$ cat config.mk
export PLATFORM = sky130hd
export DESIGN_NAME = oled_power_init_sequencer
export DESIGN_NICKNAME = d
export VERILOG_FILES = /design/src/rtl/opis_pkg.sv /design/src/rtl/opis_front.sv /design/src/rtl/opis_queue.sv /design/src/rtl/opis_back.sv /design/src/rtl/oled_power_init_sequencer.sv
export SDC_FILE = /design/constraint.sdc
export NUM_CORES = 1
export LEC_CHECK = 0
export ABC_AREA = 1
export ABC_CLOCK_PERIOD_IN_PS = 3730
export BUFFER_PORTS_ARGS = -buffer_cell sky130_fd_sc_hd__buf_4
export CAP_MARGIN = 10
export CORE_MARGIN = 8
export CORE_UTILIZATION = 23
export DETAILED_ROUTE_END_ITERATION = 8
export RECOVER_POWER = 100
export SYNTH_ARGS = -nofsm -noshare
export SYNTH_HDL_FRONTEND = slang
export SYNTH_SLANG_ARGS = --single-unit
export TNS_END_PERCENT = 10
$ cat constraint.sdc
create_clock -name clk -period 3.73 [get_ports clk]
set_input_delay 0.9325 -clock clk [delete_from_list [all_inputs] [get_ports clk]]
set_output_delay 0.9325 -clock clk [all_outputs]
set_load 0.05 [all_outputs]
$ cat src/rtl/opis_pkg.sv
// Shared types and constants for the OLED power and init sequencer.
// Holds the panel state enum, the job descriptor passed front to back,
// the init burst table and the port bit positions. No dependencies.
package opis_pkg;

  // Panel power states
  typedef enum logic [2:0] {
    ST_IDLE    = 3'd0,
    ST_APPLY   = 3'd1,
    ST_RESET   = 3'd2,
    ST_INITREG = 3'd3,
    ST_INITUI  = 3'd4,
    ST_ON      = 3'd5,
    ST_GOOFF   = 3'd6,
    ST_OFF     = 3'd7
  } panel_state_t;

  // Request kinds on the input tuser
  localparam int unsigned MODE_W = 3;
  localparam logic [MODE_W-1:0] MODE_TICK     = 3'd0;
  localparam logic [MODE_W-1:0] MODE_ON_REQ   = 3'd1;
  localparam logic [MODE_W-1:0] MODE_OFF_REQ  = 3'd2;
  localparam logic [MODE_W-1:0] MODE_DISPLAY  = 3'd3;
  localparam logic [MODE_W-1:0] MODE_CONTRAST = 3'd4;

  // Configuration register indexes
  localparam int unsigned CFG_ADDR_W = 2;
  localparam int unsigned CFG_DATA_W = 16;
  localparam logic [CFG_ADDR_W-1:0] CFG_START_DELAY = 2'd0;
  localparam logic [CFG_ADDR_W-1:0] CFG_OFF_DELAY   = 2'd1;
  localparam logic [CFG_ADDR_W-1:0] CFG_CONTRAST    = 2'd2;

  localparam logic [15:0] START_DELAY_RST = 16'd10;
  localparam logic [15:0] OFF_DELAY_RST   = 16'd100;
  localparam logic [7:0]  CONTRAST_RST    = 8'd240;

  // Panel command bytes
  localparam logic [7:0] CMD_DISPLAY_OFF  = 8'hAE;
  localparam logic [7:0] CMD_DISPLAY_ON   = 8'hAF;
  localparam logic [7:0] CMD_SET_CONTRAST = 8'h81;

  // Init burst
  localparam int unsigned BURST_LEN     = 27;
  localparam int unsigned CONTRAST_SLOT = 20;
  localparam int unsigned SEQ_W         = $clog2(BURST_LEN);

  // Kinds of work handed to the back end
  typedef enum logic [1:0] {
    JOB_STATUS = 2'd0,  // one status result, no byte
    JOB_BYTE   = 2'd1,  // one command byte
    JOB_PAIR   = 2'd2,  // set-contrast command then its value
    JOB_BURST  = 2'd3   // full init burst
  } job_kind_t;

  typedef struct packed {
    job_kind_t    kind;
    logic [7:0]   data;       // byte, contrast value or burst contrast
    logic         pulse;
    logic         accepted;
    logic         rst_level;
    panel_state_t state;      // state after the request
  } job_t;

  // Job queue depth
  localparam int unsigned Q_DEPTH = 2;
  localparam int unsigned Q_PTR_W = $clog2(Q_DEPTH);
  localparam int unsigned Q_CNT_W = $clog2(Q_DEPTH + 1);

  // Stream payload layout
  localparam int unsigned IN_TDATA_W  = 40;
  localparam int unsigned OUT_TDATA_W = 24;
  localparam int unsigned OUT_RST_LVL  = 8;
  localparam int unsigned OUT_PULSE    = 9;
  localparam int unsigned OUT_STATE_LO = 10;
  localparam int unsigned OUT_IS_ON    = 13;
  localparam int unsigned OUT_IS_OFF   = 14;
  localparam int unsigned OUT_ACCEPTED = 15;
  localparam int unsigned OUT_AWAKE    = 16;

  // Init burst byte at a position; the contrast slot takes the configured value
  function automatic logic [7:0] burst_byte(input logic [SEQ_W-1:0] idx,
                                            input logic [7:0] contrast);
    logic [7:0] b;
    case (idx)
      5'd0:  b = 8'hAE;
      5'd1:  b = 8'hD5;
      5'd2:  b = 8'hC1;
      5'd3:  b = 8'hA8;
      5'd4:  b = 8'h1F;
      5'd5:  b = 8'hAD;
      5'd6:  b = 8'h00;
      5'd7:  b = 8'h20;
      5'd8:  b = 8'h02;
      5'd9:  b = 8'hD3;
      5'd10: b = 8'h00;
      5'd11: b = 8'h40;
      5'd12: b = 8'h8D;
      5'd13: b = 8'h8D;
      5'd14: b = 8'h14;
      5'd15: b = 8'hA0;
      5'd16: b = 8'hC8;
      5'd17: b = 8'hDA;
      5'd18: b = 8'h12;
      5'd19: b = CMD_SET_CONTRAST;
      5'd20: b = contrast;
      5'd21: b = 8'hD9;
      5'd22: b = 8'h22;
      5'd23: b = 8'hDB;
      5'd24: b = 8'h00;
      5'd25: b = 8'hA4;
      5'd26: b = 8'hA6;
      default: b = 8'h00;
    endcase
    return b;
  endfunction

endpackage

$ cat src/rtl/opis_front.sv
// Front end: accepts requests, runs the panel state machine and the delay
// timers, and turns each request into one job descriptor. Uses opis_pkg.
module opis_front #(
  parameter int unsigned TIME_BITS = 32
) (
  input  logic                 clk,
  input  logic                 rst_n,
  input  logic                 fire,
  input  logic [2:0]           mode,
  input  logic [31:0]          time_now,
  input  logic [7:0]           value,
  input  logic [15:0]          start_delay,
  input  logic [15:0]          off_delay,
  input  logic [7:0]           contrast,
  output opis_pkg::job_t       job
);
  import opis_pkg::*;

  panel_state_t         st_r, st_nxt;
  logic [TIME_BITS-1:0] ts_r, ts_nxt;
  logic                 rp_r, rp_nxt;
  logic [TIME_BITS-1:0] now;
  logic [TIME_BITS-1:0] diff;
  logic                 start_done;
  logic                 off_done;

  // Elapsed time, modulo the timer width
  assign now        = TIME_BITS'(time_now);
  assign diff       = now - ts_r;
  assign start_done = diff > TIME_BITS'(start_delay);
  assign off_done   = diff > TIME_BITS'(off_delay);

  // Next state, timestamp and reset pin
  always_comb begin
    st_nxt = st_r;
    ts_nxt = ts_r;
    rp_nxt = rp_r;
    unique case (mode)
      MODE_TICK: begin
        unique case (st_r)
          ST_APPLY: begin
            ts_nxt = now;
            rp_nxt = 1'b1;
            st_nxt = ST_RESET;
          end
          ST_RESET: begin
            if (start_done) begin
              rp_nxt = 1'b1;
              st_nxt = ST_INITREG;
            end
          end
          ST_INITREG: st_nxt = ST_INITUI;
          ST_INITUI:  st_nxt = ST_ON;
          ST_GOOFF: begin
            rp_nxt = 1'b0;
            ts_nxt = now;
            st_nxt = ST_OFF;
          end
          ST_OFF: begin
            if (off_done) st_nxt = ST_IDLE;
          end
          default: st_nxt = st_r;
        endcase
      end
      MODE_ON_REQ: begin
        if (st_r == ST_IDLE) st_nxt = ST_APPLY;
      end
      MODE_OFF_REQ: st_nxt = ST_GOOFF;
      default: st_nxt = st_r;
    endcase
  end

  // Job descriptor for the back end
  always_comb begin
    job           = '0;
    job.kind      = JOB_STATUS;
    job.rst_level = rp_nxt;
    job.state     = st_nxt;
    unique case (mode)
      MODE_TICK: begin
        if (st_r == ST_RESET && start_done) job.pulse = 1'b1;
        if (st_r == ST_INITREG) begin
          job.kind = JOB_BURST;
          job.data = contrast;
        end
        if (st_r == ST_GOOFF) begin
          job.kind = JOB_BYTE;
          job.data = CMD_DISPLAY_OFF;
        end
      end
      MODE_ON_REQ:  job.accepted = (st_r == ST_IDLE);
      MODE_DISPLAY: begin
        job.kind = JOB_BYTE;
        job.data = value[0] ? CMD_DISPLAY_ON : CMD_DISPLAY_OFF;
      end
      MODE_CONTRAST: begin
        job.kind = JOB_PAIR;
        job.data = value;
      end
      default: job.kind = JOB_STATUS;
    endcase
  end

  // Commit on each accepted request
  always_ff @(posedge clk) begin
    if (!rst_n) begin
      st_r <= ST_IDLE;
      ts_r <= '0;
      rp_r <= 1'b0;
    end else if (fire) begin
      st_r <= st_nxt;
      ts_r <= ts_nxt;
      rp_r <= rp_nxt;
    end
  end

endmodule

$ cat src/rtl/opis_queue.sv
// Short job queue between front and back end.
// Register based ring of job descriptors. Uses opis_pkg.
module opis_queue (
  input  logic           clk,
  input  logic           rst_n,
  input  logic           wr_en,
  input  opis_pkg::job_t wr_data,
  output logic           full,
  input  logic           rd_en,
  output opis_pkg::job_t rd_data,
  output logic           nonempty
);
  import opis_pkg::*;

  job_t               mem_r [Q_DEPTH];
  logic [Q_PTR_W-1:0] wr_ptr_r, rd_ptr_r;
  logic [Q_CNT_W-1:0] cnt_r;

  assign full     = (cnt_r == Q_CNT_W'(Q_DEPTH));
  assign nonempty = (cnt_r != '0);
  assign rd_data  = mem_r[rd_ptr_r];

  // Store entries
  always_ff @(posedge clk) begin
    if (wr_en) mem_r[wr_ptr_r] <= wr_data;
  end

  // Advance pointers and fill count
  always_ff @(posedge clk) begin
    if (!rst_n) begin
      wr_ptr_r <= '0;
      rd_ptr_r <= '0;
      cnt_r    <= '0;
    end else begin
      if (wr_en) begin
        wr_ptr_r <= (wr_ptr_r == Q_PTR_W'(Q_DEPTH - 1)) ? '0 : wr_ptr_r + 1'b1;
      end
      if (rd_en) begin
        rd_ptr_r <= (rd_ptr_r == Q_PTR_W'(Q_DEPTH - 1)) ? '0 : rd_ptr_r + 1'b1;
      end
      if (wr_en && !rd_en)      cnt_r <= cnt_r + 1'b1;
      else if (!wr_en && rd_en) cnt_r <= cnt_r - 1'b1;
    end
  end

endmodule

$ cat src/rtl/opis_back.sv
// Back end: expands each job into result items, one per cycle while
// out_tready does not stall it, into a registered output stage. Uses opis_pkg.
module opis_back (
  input  logic                                 clk,
  input  logic                                 rst_n,
  input  logic                                 q_nonempty,
  input  opis_pkg::job_t                       q_data,
  output logic                                 q_pop,
  output logic                                 out_tvalid,
  input  logic                                 out_tready,
  output logic [opis_pkg::OUT_TDATA_W-1:0]     out_tdata,
  output logic [0:0]                           out_tuser,
  output logic                                 out_tlast
);
  import opis_pkg::*;

  job_t                   job_r;
  logic                   job_vld_r;
  logic [SEQ_W-1:0]       cnt_r;
  logic                   advance;
  logic                   res_last;
  logic                   res_bv;
  logic [7:0]             res_byte;
  logic [OUT_TDATA_W-1:0] res_data;
  logic                   out_vld_r;
  logic [OUT_TDATA_W-1:0] out_data_r;
  logic                   out_user_r;
  logic                   out_last_r;

  assign advance = job_vld_r && (!out_vld_r || out_tready);
  assign q_pop   = q_nonempty && (!job_vld_r || (advance && res_last));

  // Decode the current result of the job
  always_comb begin
    res_bv   = 1'b1;
    res_byte = job_r.data;
    res_last = 1'b1;
    unique case (job_r.kind)
      JOB_STATUS: begin
        res_bv   = 1'b0;
        res_byte = 8'h00;
      end
      JOB_BYTE: res_byte = job_r.data;
      JOB_PAIR: begin
        res_byte = (cnt_r == '0) ? CMD_SET_CONTRAST : job_r.data;
        res_last = (cnt_r == SEQ_W'(1));
      end
      JOB_BURST: begin
        res_byte = burst_byte(cnt_r, job_r.data);
        res_last = (cnt_r == SEQ_W'(BURST_LEN - 1));
      end
      default: res_bv = 1'b0;
    endcase
  end

  // Pack the status fields
  always_comb begin
    res_data                                = '0;
    res_data[7:0]                           = res_byte;
    res_data[OUT_RST_LVL]                   = job_r.rst_level;
    res_data[OUT_PULSE]                     = job_r.pulse;
    res_data[OUT_STATE_LO +: 3]             = job_r.state;
    res_data[OUT_IS_ON]                     = (job_r.state == ST_ON);
    res_data[OUT_IS_OFF]                    = (job_r.state == ST_IDLE);
    res_data[OUT_ACCEPTED]                  = job_r.accepted;
    res_data[OUT_AWAKE]                     = (job_r.state != ST_IDLE);
  end

  // Hold the active job and step through its results
  always_ff @(posedge clk) begin
    if (!rst_n) begin
      job_vld_r <= 1'b0;
      cnt_r     <= '0;
    end else if (q_pop) begin
      job_vld_r <= 1'b1;
      cnt_r     <= '0;
    end else if (advance && res_last) begin
      job_vld_r <= 1'b0;
    end else if (advance) begin
      cnt_r <= cnt_r + 1'b1;
    end
  end

  always_ff @(posedge clk) begin
    if (q_pop) job_r <= q_data;
  end

  // Output register
  always_ff @(posedge clk) begin
    if (!rst_n) begin
      out_vld_r <= 1'b0;
    end else if (advance) begin
      out_vld_r <= 1'b1;
    end else if (out_tready) begin
      out_vld_r <= 1'b0;
    end
  end

  always_ff @(posedge clk) begin
    if (advance) begin
      out_data_r <= res_data;
      out_user_r <= res_bv;
      out_last_r <= res_last;
    end
  end

  assign out_tvalid   = out_vld_r;
  assign out_tdata    = out_data_r;
  assign out_tuser[0] = out_user_r;
  assign out_tlast    = out_last_r;

endmodule

$ cat src/rtl/oled_power_init_sequencer.sv
// Top level of the OLED power and init sequencer.
// Instantiates opis_front, opis_queue and opis_back; uses opis_pkg.
//
// Usage:
//   Input stream in_*: one request per item. in_tuser carries the request
//   kind (tick, panel on, panel off, display on/off, set contrast), in_tdata
//   the current millisecond time and a value byte. Ticks drive the power
//   state machine and its delay timers.
//   Output stream out_*: one or more results per request, tlast on the
//   final one. out_tuser flags a command byte; out_tdata holds the byte,
//   reset line level and pulse request, and the panel state flags.
//   Configuration: cfg_we writes cfg_wdata into register cfg_addr (start delay,
//   off delay, init contrast); users write only while idle, the block does not check it.
// Timing:
//   The front takes one request per cycle while the two-entry job queue
//   has room. The back emits one result per cycle while out_tready does
//   not stall it; the init burst has 27 results and every other request
//   one or two. With the back end idle, a request passes the queue entry,
//   the job register and the output register before out_tvalid rises.
// Reset: state idle, reset line low, timestamp zero, registers to defaults.
// Stall: out_tready low holds the output register; the back end stops and
//   the queue fills, after which in_tready drops.
module oled_power_init_sequencer #(
  parameter int unsigned TIME_BITS = 32
) (
  input  logic                                   clk,
  input  logic                                   rst_n,
  // Request stream
  input  logic                                   in_tvalid,
  output logic                                   in_tready,
  input  logic [opis_pkg::IN_TDATA_W-1:0]        in_tdata,  // time_now[31:0], value[39:32]
  input  logic [2:0]                             in_tuser,  // mode[2:0]
  // Result stream
  output logic                                   out_tvalid,
  input  logic                                   out_tready,
  // cmd_byte[7:0], reset_level[8], reset_pulse[9], panel_state[12:10],
  // panel_is_on[13], panel_is_off[14], request_accepted[15], keep_awake[16]
  output logic [opis_pkg::OUT_TDATA_W-1:0]       out_tdata,
  output logic [0:0]                             out_tuser, // byte_valid[0]
  output logic                                   out_tlast,
  // Configuration writes
  input  logic                                   cfg_we,
  input  logic [opis_pkg::CFG_ADDR_W-1:0]        cfg_addr,
  input  logic [opis_pkg::CFG_DATA_W-1:0]        cfg_wdata
);
  import opis_pkg::*;

  logic [15:0] start_delay_r;
  logic [15:0] off_delay_r;
  logic [7:0]  contrast_r;
  logic        fire;
  logic        q_full;
  logic        q_nonempty;
  logic        q_pop;
  job_t        front_job;
  job_t        q_job;

  // Configuration registers
  always_ff @(posedge clk) begin
    if (!rst_n) begin
      start_delay_r <= START_DELAY_RST;
      off_delay_r   <= OFF_DELAY_RST;
      contrast_r    <= CONTRAST_RST;
    end else if (cfg_we) begin
      unique case (cfg_addr)
        CFG_START_DELAY: start_delay_r <= cfg_wdata;
        CFG_OFF_DELAY:   off_delay_r   <= cfg_wdata;
        CFG_CONTRAST:    contrast_r    <= cfg_wdata[7:0];
        default: ;
      endcase
    end
  end

  assign in_tready = !q_full;
  assign fire      = in_tvalid && in_tready;

  opis_front #(
    .TIME_BITS (TIME_BITS)
  ) u_front (
    .clk         (clk),
    .rst_n       (rst_n),
    .fire        (fire),
    .mode        (in_tuser),
    .time_now    (in_tdata[31:0]),
    .value       (in_tdata[39:32]),
    .start_delay (start_delay_r),
    .off_delay   (off_delay_r),
    .contrast    (contrast_r),
    .job         (front_job)
  );

  opis_queue u_queue (
    .clk      (clk),
    .rst_n    (rst_n),
    .wr_en    (fire),
    .wr_data  (front_job),
    .full     (q_full),
    .rd_en    (q_pop),
    .rd_data  (q_job),
    .nonempty (q_nonempty)
  );

  opis_back u_back (
    .clk        (clk),
    .rst_n      (rst_n),
    .q_nonempty (q_nonempty),
    .q_data     (q_job),
    .q_pop      (q_pop),
    .out_tvalid (out_tvalid),
    .out_tready (out_tready),
    .out_tdata  (out_tdata),
    .out_tuser  (out_tuser),
    .out_tlast  (out_tlast)
  );

endmodule

==> metrics.yaml, run 1 <==
cp.arrival_ns: 3.86
synthArstFlopShare_pct: 0
h-tree-depth: 4
core_area_um2: 41800
via_per_inst: 4.31
slew-limit-headroom_pct: 15.7
ys_seq_area_share_pct: 38.8
rows: 75
hold_slack_ns: 0.425
cts.sinks: 154
dp_cells: 2040
track_usage_pct: 10.9
clk_pin_slew_ns: 0.07
finalCritPeriodShare_pct: 94.5
slowest_delay_ns: 0.36
dominantRegCellSynth: "dfxtp_1"
max_cap_violations: 0
antenna_cells: 0
die-area_um2: 48900
fin_crit_ns: 3.52
cp_max_fo: 5
fin_worst_skew_ns: 0.0138
grt_max_degree: 68
clock_latency_ns: 0.44
status: "finished, final reports clean"
hold_buffers: 0
cts_buffer_depth: 2
clock.fmax_mhz: 284
max-vdd-ir-drop_mv: 0.275
grt_pass1_wl_um: 43400
regArea_um2: 3750
yosysWarnings: 0
cts_made_buffers: 17
cts-root-buf: "clkbuf_16"
final_layout_size_suffix_gt1_share_pct: 14.3
worst_pin_slew_ns: 1.26
synth_edf_count: 67
finalSetupViolations: 0
synth-seq-cells: 154
gr-total-overflow: 0
drt_first_pass_iters: 5
wl_per_cell_um: 13.0
syn-cell-area_um2: 9670
timing.critical_path.mode_cell: "nand2_1"
portBuffers: 86
crit_type: "input port to flop"
antenna_found_initial: 0
critPathCaptureType: "flop"
route.vias.total: 8941
gp_congestion: 0.894
stdcell_count: 2073
drt_iter0_drc: 582
rr_worst_depth: 22
synth_cells: 1362
drcViolationCount: 0
cp-start-kind: "input port"
start_util_pct: 23.2
grt_pass1_vias: 8473
fin_ws_ns: 0.206
multi_input_area_um2: 4830
drv_slew: 0
finalNetCount: 1657
cts_tree: "done"
io_pins: 94
fp.dieH_um: 221
whs_path_depth: 0
ys_types: 44
dpl_worst_slack_ns: -0.335
syn_area_per_cell_um2: 7.10
routed_wl_um: 26900
hold_violations: 0
worstPathRequired_ns: 4.06
p_per_area_nw_per_um2: 486
dp_hpwl_um: 21900
crit_chain: "buf_4 -> ha_1 -> nand2_1 -> nand2_1 -> inv_2 -> nand2_4 -> buf_4 -> xor2_1 -> ha_1 -> a21oi_1 -> o21ai_0 -> nand2_1 -> o211ai_1 -> nand2_1 -> nand2_1 -> o21ai_1 -> nand3_1 -> buf_4 -> nand3_1 -> nand2_1 -> o21ai_0 -> inv_1"
p_leak_nw: 5.68
die_x_um: 221
hold_path_class: "flop to flop"
drtAntennaViolNets: 0
area_growth_pct: 24.5
fillers: 4553
worst_path_max_delay_cell: "ha_1"
==> worst max-delay path, delay by kind of cell <==
family / cells / cell delay [ns]
AND/OR/NAND/NOR: 9 / 0.76
adder cells (fa/ha/maj): 2 / 0.67
buffers and inverters: 5 / 0.56
XOR/XNOR: 1 / 0.30
AO/OA/AOI/OAI: 5 / 0.63
==> power breakdown <==
| part | leakage, nW | internal (W) | total [W] | switching [W] |
|---|---|---|---|---|
| registers | 1.35 | 0.00216 | 0.00229 | 0.000130 |
| clock network | 0.300 | 0.000978 | 0.00179 | 0.000816 |
| logic | 4.03 | 0.000546 | 0.00177 | 0.00123 |
| total | 5.68 | 0.00368 | 0.00585 | 0.00217 |
==> final timing paths <==
kind                                 startpoint  slack [ns]                    to
worst max-delay path                in_tdata[2]        0.21          u_front.rp_r
worst min-delay path            u_back.job_r[4]        0.43  u_back.out_tdata[15]
worst max register to register  u_front.ts_r[2]        0.46          u_front.rp_r
worst min register to register  u_back.job_r[4]        0.43  u_back.out_tdata[15]
==> synth_stat cells (3+ instances only) <==
master     number  area [um2]
a21oi_1       116         581
a31oi_1         3        18.8
and2_1          4        25.0
buf_4           7        52.6
clkbuf_1       23        86.3
dfxtp_1        87        1740
edfxtp_1       67        2010
ha_1           69         863
inv_1         272        1020
inv_2           5        18.8
nand2_1       368        1380
nand2_2         9        56.3
nand3_1        52         260
nand4_1        14        87.6
nor2_1         82         308
nor2_2         12        75.1
nor3_1         10        50.1
o2111ai_1       6        52.6
o211ai_1       12        90.1
o21ai_0        94         470
o22ai_1         3        18.8
xor2_1         17         149
==> sequential cells by signal (all words and copies together), names as in the netlist, 2 cells and up <==
name and flops:
u_queue.mem_r 32, u_back.cnt_r 5, u_back.out_tdata 17, u_back.job_r 16, off_delay_r 16, start_delay_r 16, u_front.st_r 3, u_front.ts_r 32
contrast_r 8, u_queue.cnt_r 2
==> kinds of logic after synthesis <==
kind of cell	count (synthesis)	share of synthesized area (%)
other cells	1	0.0388
simple gates	562	24.2
compound gates	248	13.9
fa+ha+maj	70	9.14
buf+inv	309	12.3
flops	154	38.8
xor+xnor	18	1.63
==> cells in the final DEF, fill, tap and decap left out, drive strengths merged, types with 3 or more instances in the layout <==
cell type,instances
edfxtp,67
clkinv,8
dfxtp,87
nand3,53
ha,69
conb,7
clkbuf,50
buf,132
o22ai,3
o21ai,96
nor3,11
nand3b,3
nand4,14
a21oi,117
o211ai,12
o2111ai,6
and2,4
inv,284
nand2,378
xor2,17
nor2,96
a31oi,3
==> routing by layer <==
layer  up-vias  GRT usage, %  share of wire, %
met4         0          2.67               1.7
met3        34          2.90               5.1
met1      4053          14.3                48
li1       4653             -                 -
met5         -             0                 0
met2       201          17.8                45
==> area by class of cell <==
cell class,instances,area share (%)
clock buffers,18,3.65
clock inverters,14,1.44
inverters,279,8.70
multi-input cells,905,40.1
flip-flops and latches,154,31.2
well taps,539,5.60
repair buffers,164,9.31
==> metrics by stage <==
stage	setup TNS (ns)	cell area, um2	total power [W]	utilization [%]
floorplan	0	9690	0.00351	-
global placement	-3.07	11400	0.00414	27.4
detailed placement	-3.29	11400	0.00416	27.4
CTS	0	12100	0.00597	28.9
global route	-0.000989	12000	0.00622	28.8
finish	0	12000	0.00585	28.8
==> timing repair <==
action / in CTS / in global routing
setup buffers: 0 / 1
endpoints found under the setup margin: 0 / 12
gates resized for setup: 0 / 16
hold endpoints to repair: 0 / 0
Power figures use the tool's default switching activity.
==> run 2: changes to the inputs <==
--- a/config.mk
+++ b/config.mk
@@ -13,6 +13,7 @@
 export CORE_UTILIZATION = 23
 export DETAILED_ROUTE_END_ITERATION = 8
 export RECOVER_POWER = 100
+export REMOVE_ABC_BUFFERS = 1
 export SYNTH_ARGS = -nofsm -noshare
 export SYNTH_HDL_FRONTEND = slang
 export SYNTH_SLANG_ARGS = --single-unit
==> metrics.yaml, run 2 (synthesis gave the netlist of run 1 again) <==
drv_slew: 0  # unchanged
dp_hpwl_um: 21600  # was 21900 um
drt_iter0_drc: 438  # was 582
gr-total-overflow: 0  # unchanged
max-vdd-ir-drop_mv: 0.287  # was 0.275 mV
cts_made_buffers: 17  # unchanged
antenna_cells: 0  # unchanged
timing.critical_path.mode_cell: "nand2_1"  # unchanged
drt_first_pass_iters: 5  # unchanged
placement.cell_area_um2: 11400  # about the same
crit_start: "in_tdata[7]"  # was in_tdata[2]
critPathCaptureType: "flop"  # unchanged
slowest_delay_ns: 0.32  # was 0.36 ns
status: "finished, final reports clean"  # unchanged
hold_start: "u_back.job_r[4]"  # unchanged
fin_worst_skew_ns: 0.0100  # was 0.0138 ns
via_per_inst: 4.27  # was 4.31
h-tree-depth: 4  # unchanged
gp_congestion: 0.913  # was 0.894
hold_buffers: 0  # unchanged
start_util_pct: 23.2  # unchanged
route.vias.total: 8795  # was 8941
final_layout_size_suffix_gt1_share_pct: 14.1  # was 14.3%
routed_wl_um: 26700  # was 26900 um
drcViolationCount: 0  # unchanged
worstReg2RegStart: "u_front.ts_r[7]"  # was u_front.ts_r[2]
crit_type: "input port to flop"  # unchanged
clk_pin_slew_ns: 0.07  # about the same
cts.sinks: 154  # unchanged
max_cap_violations: 0  # unchanged
p_per_area_nw_per_um2: 494  # was 486 nW/um2
cp-start-kind: "input port"  # unchanged
finalCritPeriodShare_pct: 93.2  # was 94.5%
antenna_found_initial: 1  # was 0
portBuffers: 86  # unchanged
area_growth_pct: 24.0  # was 24.5%
grt_pass1_wl_um: 44400  # was 43400 um
critical_path_buf_inv_count: 5  # unchanged
clock.fmax_mhz: 288  # was 284 MHz
die_x_um: 221  # unchanged
p_leak_nw: 5.65  # was 5.68 nW
cp_top_family: "simple AND/OR/NAND/NOR gates"  # unchanged
core_area_um2: 41800  # unchanged
final_common_cell: "nand2_1"  # unchanged
grt_max_degree: 79  # was 68
hold_path_class: "flop to flop"  # unchanged
cts_buffer_depth: 2  # unchanged
rows: 75  # unchanged
hold_slack_ns: 0.430  # was 0.425 ns
finalNetCount: 1645  # was 1657
fin_area_um2: 12000  # about the same
final_cell_mix: "365 x nand2_1, 271 x inv_1, 123 x buf_4"  # was 368 x nand2_1, 272 x inv_1, 132 x buf_4
die-area_um2: 48900  # unchanged
cts-root-buf: "clkbuf_16"  # unchanged
hold_violations: 0  # unchanged
clock_latency_ns: 0.44  # about the same
worst_pin_slew_ns: 1.38  # was 1.26 ns
cts_tree: "done"  # unchanged
cp_max_fo: 3  # was 5
finalSetupViolations: 0  # unchanged
fp.dieH_um: 221  # unchanged
fin_crit_ns: 3.47  # was 3.52 ns
worst_path_max_delay_cell: "ha_1"  # unchanged
slew-limit-headroom_pct: 7.83  # was 15.7%
track_usage_pct: 11.1  # was 10.9%
drtAntennaViolNets: 0  # unchanged
worstPathRequired_ns: 3.91  # was 4.06 ns
io_pins: 94  # unchanged
grt_pass1_vias: 8783  # was 8473
cp.arrival_ns: 3.66  # was 3.86 ns
wl_per_cell_um: 13.0  # about the same
crit_chain: "buf_4 -> ha_1 -> buf_4 -> nand2_1 -> nor2_2 -> buf_4 -> nand3_1 -> nand3_2 -> xor2_1 -> buf_4 -> ha_1 -> nand4_1 -> nor2_2 -> nand2_1 -> nand3_1 -> nand2_1 -> nand3_2 -> nand2_1 -> nand2_1 -> nand3_1 -> o21ai_2 -> inv_1"  # was buf_4 -> ha_1 -> nand2_1 -> nand2_1 -> inv_2 -> nand2_4 -> buf_4 -> xor2_1 -> ha_1 -> a21oi_1 -> o21ai_0 -> nand2_1 -> o211ai_1 -> nand2_1 -> nand2_1 -> o21ai_1 -> nand3_1 -> buf_4 -> nand3_1 -> nand2_1 -> o21ai_0 -> inv_1
-- run 2: changes by cell type in the layout (fill, tap and decap cells not counted), moves of 2 or more --
cell,change
bufinv_16,+2
nand2_2,+3
nor2_1,-2
inv_6,+2
clkinv_4,-2
nand2_1,-3
buf_4,-9
clkinv_8,-2
-- run 2: worst paths after layout --
| path | endpoint | slack (ns) | depth (start not counted) |
|---|---|---|---|
| max | u_queue.mem_r[1][1] | 0.26 | 22 |
| min | u_back.out_tdata[15] | 0.43 | 0 |
| max reg2reg | u_queue.mem_r[1][1] | 0.52 | 22 |
| min reg2reg | u_back.out_tdata[15] | 0.43 | 0 |
-- run 2: cell type report --
| cell class | count | area, um2 |
|---|---|---|
| clock buffers | 18 | 429 |
| repair buffers | 152 | 1040 |
| inverters | 279 | 1050 |
| clock inverters | 14 | 201 |
| fillers | 4535 | 29800 |
| well taps | 539 | 674 |
| multi-input cells | 905 | 4850 |
| flip-flops and latches | 154 | 3750 |
-- run 2: report_power, final --
part	switching, W	internal, W	total, W	leakage [nW]
Clock	0.000808	0.00109	0.00190	0.309
Combinational	0.00121	0.000527	0.00173	3.99
Sequential	0.000138	0.00216	0.00230	1.35
Total	0.00215	0.00378	0.00593	5.65
-- run 2: timing repair --
action,in CTS,in global routing
setup buffers,0,0
setup endpoints to repair,0,12
gates resized for setup,0,23
-- run 2: per-layer routing --
metal  global-route usage (%)  wire (um)
met4                     2.35        323
met1                     13.7      12100
met2                     18.9      12800
met3                     3.27       1460
met5                        0         13
-- run 2: worst reg2reg max path, cell delays in order, from the launching register on --
cell,delay [ns]
dfxtp_1,0.31
inv_1,0.05
ha_1,0.31
buf_4,0.16
nand2_1,0.10
nor2_2,0.06
buf_4,0.13
nand3_1,0.09
nand3_2,0.12
xor2_1,0.18
buf_4,0.14
ha_1,0.28
nand4_1,0.13
nor2_2,0.16
nand2_1,0.06
nand3_1,0.07
nand2_1,0.09
nand3_2,0.11
nand2_1,0.07
nand2_1,0.07
nand3_1,0.08
o21ai_2,0.10
inv_1,0.08
-- run 2: stage by stage --
stage | setup slack (ns) | setup TNS (ns) | utilization (%) | instances | power (W)
2_1_floorplan | 0.255 | 0 | - | 1338 | 0.00349
3_3_place_gp | -0.315 | -2.89 | 27.2 | 2029 | 0.00411
3_5_place_dp | -0.340 | -3.38 | 27.2 | 2029 | 0.00414
4_1_cts | 0.125 | 0 | 28.7 | 2061 | 0.00604
5_1_grt | -0.00461 | -0.00922 | 28.7 | 2061 | 0.00631
6_report | 0.255 | 0 | 28.7 | 2061 | 0.00593
==> run 3: changes to the inputs <==
--- a/config.mk
+++ b/config.mk
@@ -6,12 +6,13 @@
 export NUM_CORES = 1
 export LEC_CHECK = 0
 export ABC_AREA = 1
-export ABC_CLOCK_PERIOD_IN_PS = 3730
+export ABC_CLOCK_PERIOD_IN_PS = 3180
 export BUFFER_PORTS_ARGS = -buffer_cell sky130_fd_sc_hd__buf_4
 export CAP_MARGIN = 10
 export CORE_MARGIN = 8
 export CORE_UTILIZATION = 23
 export DETAILED_ROUTE_END_ITERATION = 8
+export PLACE_DENSITY = 0.47
 export RECOVER_POWER = 100
 export REMOVE_ABC_BUFFERS = 1
 export SYNTH_ARGS = -nofsm -noshare
==> constraint.sdc (replaced) <==
create_clock -name clk -period 3.18 [get_ports clk]
set_input_delay 0.795 -clock clk [delete_from_list [all_inputs] [get_ports clk]]
set_output_delay 0.795 -clock clk [all_outputs]
set_load 0.05 [all_outputs]
==> metrics.yaml, run 3 (synthesis gave the netlist of run 1 again) <==
p_int_w: 0.00446  # was 0.00378 W
antenna_found_initial: 0  # was 1
grt_setup_unrepaired: "true"
die-area_um2: 48900  # unchanged
crit_type: "input port to flop"  # unchanged
finalNetCount: 1701  # was 1645
worst_pin_slew_ns: 1.11  # was 1.38 ns
placement.cell_area_um2: 11700  # was 11400 um2
cp_num_cells: 23  # was 22
antenna_cells: 0  # unchanged
drt_first_pass_iters: 5  # unchanged
switchingPower_w: 0.00259  # was 0.00215 W
critical_path_buf_inv_count: 7  # was 5
critPathCaptureType: "flop"  # unchanged
whs_path_depth: 0  # unchanged
fp.dieH_um: 221  # unchanged
status: "finished, final reports clean"  # unchanged
fin_area_um2: 13100  # was 12000 um2
power_frac_seq_pct: 38.3  # was 38.8%
finalSetupViolations: 0  # unchanged
track_usage_pct: 11.5  # was 11.1%
routed_wl_um: 28300  # was 26700 um
final_cell_mix: "331 x nand2_1, 265 x inv_1, 168 x buf_4"  # was 365 x nand2_1, 271 x inv_1, 123 x buf_4
via_per_inst: 4.22  # was 4.27
grt_pass1_vias: 8971  # was 8783
io_pins: 94  # unchanged
dp_hpwl_um: 22300  # was 21600 um
drtAntennaViolNets: 0  # unchanged
drcViolationCount: 0  # unchanged
worst_path_max_delay_cell: "ha_4"  # was ha_1
wl_per_cell_um: 13.3  # was 13.0 um
start_util_pct: 23.2  # unchanged
portBuffers: 86  # unchanged
h-tree-depth: 4  # unchanged
clock.fmax_mhz: 320
cp_max_fo: 3  # unchanged
rr_worst_depth: 23  # was 22
hold_slack_ns: 0.429  # was 0.430 ns
setup_tns_ns: 0  # unchanged
worstPathRequired_ns: 3.36  # was 3.91 ns
r2r_slack_ns: 0.15  # was 0.52 ns
stdcell_count: 2117  # was 2061
swShare_pct: 36.7  # was 36.3%
cp-start-kind: "input port"  # unchanged
p_leak_nw: 6.01  # was 5.65 nW
p_per_area_nw_per_um2: 537  # was 494 nW/um2
p_clk_share_pct: 28.5  # was 32.0%
clock_latency_ns: 0.45  # was 0.44 ns
hold_path_class: "flop to flop"  # unchanged
cts-root-buf: "clkbuf_16"  # unchanged
max-vdd-ir-drop_mv: 0.363  # was 0.287 mV
cp.arrival_ns: 3.31  # was 3.66 ns
clk_pin_slew_ns: 0.07  # about the same
combPwrFrac_pct: 33.2  # was 29.2%
gp_congestion: 0.904  # was 0.913
max_cap_violations: 0  # unchanged
rows: 75  # unchanged
grt_pass1_wl_um: 45700  # was 44400 um
fin_crit_ns: 3.12
final_common_cell: "nand2_1"  # unchanged
hold_buffers: 0  # unchanged
drt_iter0_drc: 413  # was 438
route.vias.total: 8926  # was 8795
grt_max_degree: 74  # was 79
cts_buffer_depth: 2  # unchanged
crit_chain: "buf_4 -> ha_4 -> buf_6 -> nand2_4 -> inv_2 -> buf_4 -> nand2_4 -> inv_2 -> nand2_4 -> nand2_4 -> buf_4 -> buf_4 -> nand2_1 -> nand2_1 -> xor2_1 -> nor2_1 -> nand2_1 -> nor2_2 -> nand3_2 -> a21oi_2 -> nand2_2 -> nand2_2 -> nand3_2"  # was buf_4 -> ha_1 -> buf_4 -> nand2_1 -> nor2_2 -> buf_4 -> nand3_1 -> nand3_2 -> xor2_1 -> buf_4 -> ha_1 -> nand4_1 -> nor2_2 -> nand2_1 -> nand3_1 -> nand2_1 -> nand3_2 -> nand2_1 -> nand2_1 -> nand3_1 -> o21ai_2 -> inv_1
cp_top_family: "simple AND/OR/NAND/NOR gates"  # unchanged
core_area_um2: 41800  # unchanged
cts.sinks: 154  # unchanged
slew-limit-headroom_pct: 26.1  # was 7.83%
drv_slew: 0  # unchanged
die_x_um: 221  # unchanged
final_layout_size_suffix_gt1_share_pct: 22.8  # was 14.1%
fillers: 4492  # was 4535
cts_made_buffers: 17  # unchanged
gr-total-overflow: 0  # unchanged
finalCritPeriodShare_pct: 98.2
slowest_delay_ns: 0.25  # was 0.32 ns
area_growth_pct: 35.7  # was 24.0%
hold_violations: 0  # unchanged
cts_tree: "done"  # unchanged
dp_cells: 2070  # was 2029
fin_worst_skew_ns: 0.0109  # was 0.0100 ns
## run 3: power by group through the flow
| stage | registers (W) | logic, W | clock network (W) |
|---|---|---|---|
| final | 0.00270 | 0.00234 | 0.00201 |
| after global routing | 0.00274 | 0.00263 | 0.00216 |
| after CTS | 0.00270 | 0.00231 | 0.00208 |
| after detailed placement | 0.00274 | 0.00221 | 0 |
| after global placement | 0.00273 | 0.00221 | 0 |
| after floorplan | 0.00300 | 0.00109 | 0 |
## run 3: repair_timing
action	4_1_cts	5_1_grt
setup endpoints to repair	14	14
endpoints found under the hold margin	0	0
setup buffers	4	11
pin swaps	26	60
resized for setup	61	105
## run 3: layout make-up
| class | count | area [um2] | share of cell area (%) |
|---|---|---|---|
| repair buffers | 208 | 1490 | 11.3 |
| inverters | 279 | 1050 | 8.02 |
| clock buffers | 21 | 462 | 3.52 |
| multi-input cells | 905 | 5590 | 42.6 |
| well taps | 539 | 674 | 5.14 |
| flip-flops and latches | 154 | 3750 | 28.6 |
| clock inverters | 11 | 108 | 0.820 |
## run 3: worst paths after layout
| path | from | endpoint |
|---|---|---|
| worst min register to register | u_back.job_r[5] | u_back.out_tdata[9] |
| worst max-delay path | in_tdata[5] | u_queue.mem_r[0][0] |
| worst max register to register | u_front.ts_r[4] | u_queue.mem_r[0][0] |
| worst min-delay path | u_back.job_r[5] | u_back.out_tdata[9] |
## run 3: metal layers
metal | GRT usage (%) | vias up | part of all wire [%] | routed length, um
met5 | 0 | - | 0 | 0
met4 | 3.34 | 0 | 1.6 | 462
met3 | 2.90 | 28 | 3.5 | 979
met2 | 20.4 | 145 | 49 | 13900
met1 | 13.6 | 4020 | 46 | 12900
li1 | - | 4733 | - | -
## run 3: stage by stage
step / setup slack, ns / total power (W) / utilization (%)
floorplan: -0.158 / 0.00410 / -
global placement: -0.823 / 0.00495 / 28.0
detailed placement: -0.865 / 0.00496 / 28.0
CTS: 0.00774 / 0.00709 / 30.4
global route: -0.0875 / 0.00754 / 31.4
finish: 0.0569 / 0.00705 / 31.4
## run 3: worst reg2reg max path, stage by stage (launching register included)
cell,delay [ns]
dfxtp_1,0.30
inv_1,0.07
ha_4,0.27
buf_4,0.15
nand2_4,0.06
inv_2,0.04
buf_4,0.13
nand2_4,0.07
inv_2,0.05
nand2_4,0.07
nand2_4,0.06
buf_4,0.13
buf_4,0.13
nand2_1,0.05
nand2_1,0.07
xor2_1,0.14
nor2_1,0.16
nand2_1,0.09
nor2_2,0.21
nand3_2,0.14
a21oi_2,0.17
nand2_2,0.07
nand2_2,0.06
nand3_2,0.06
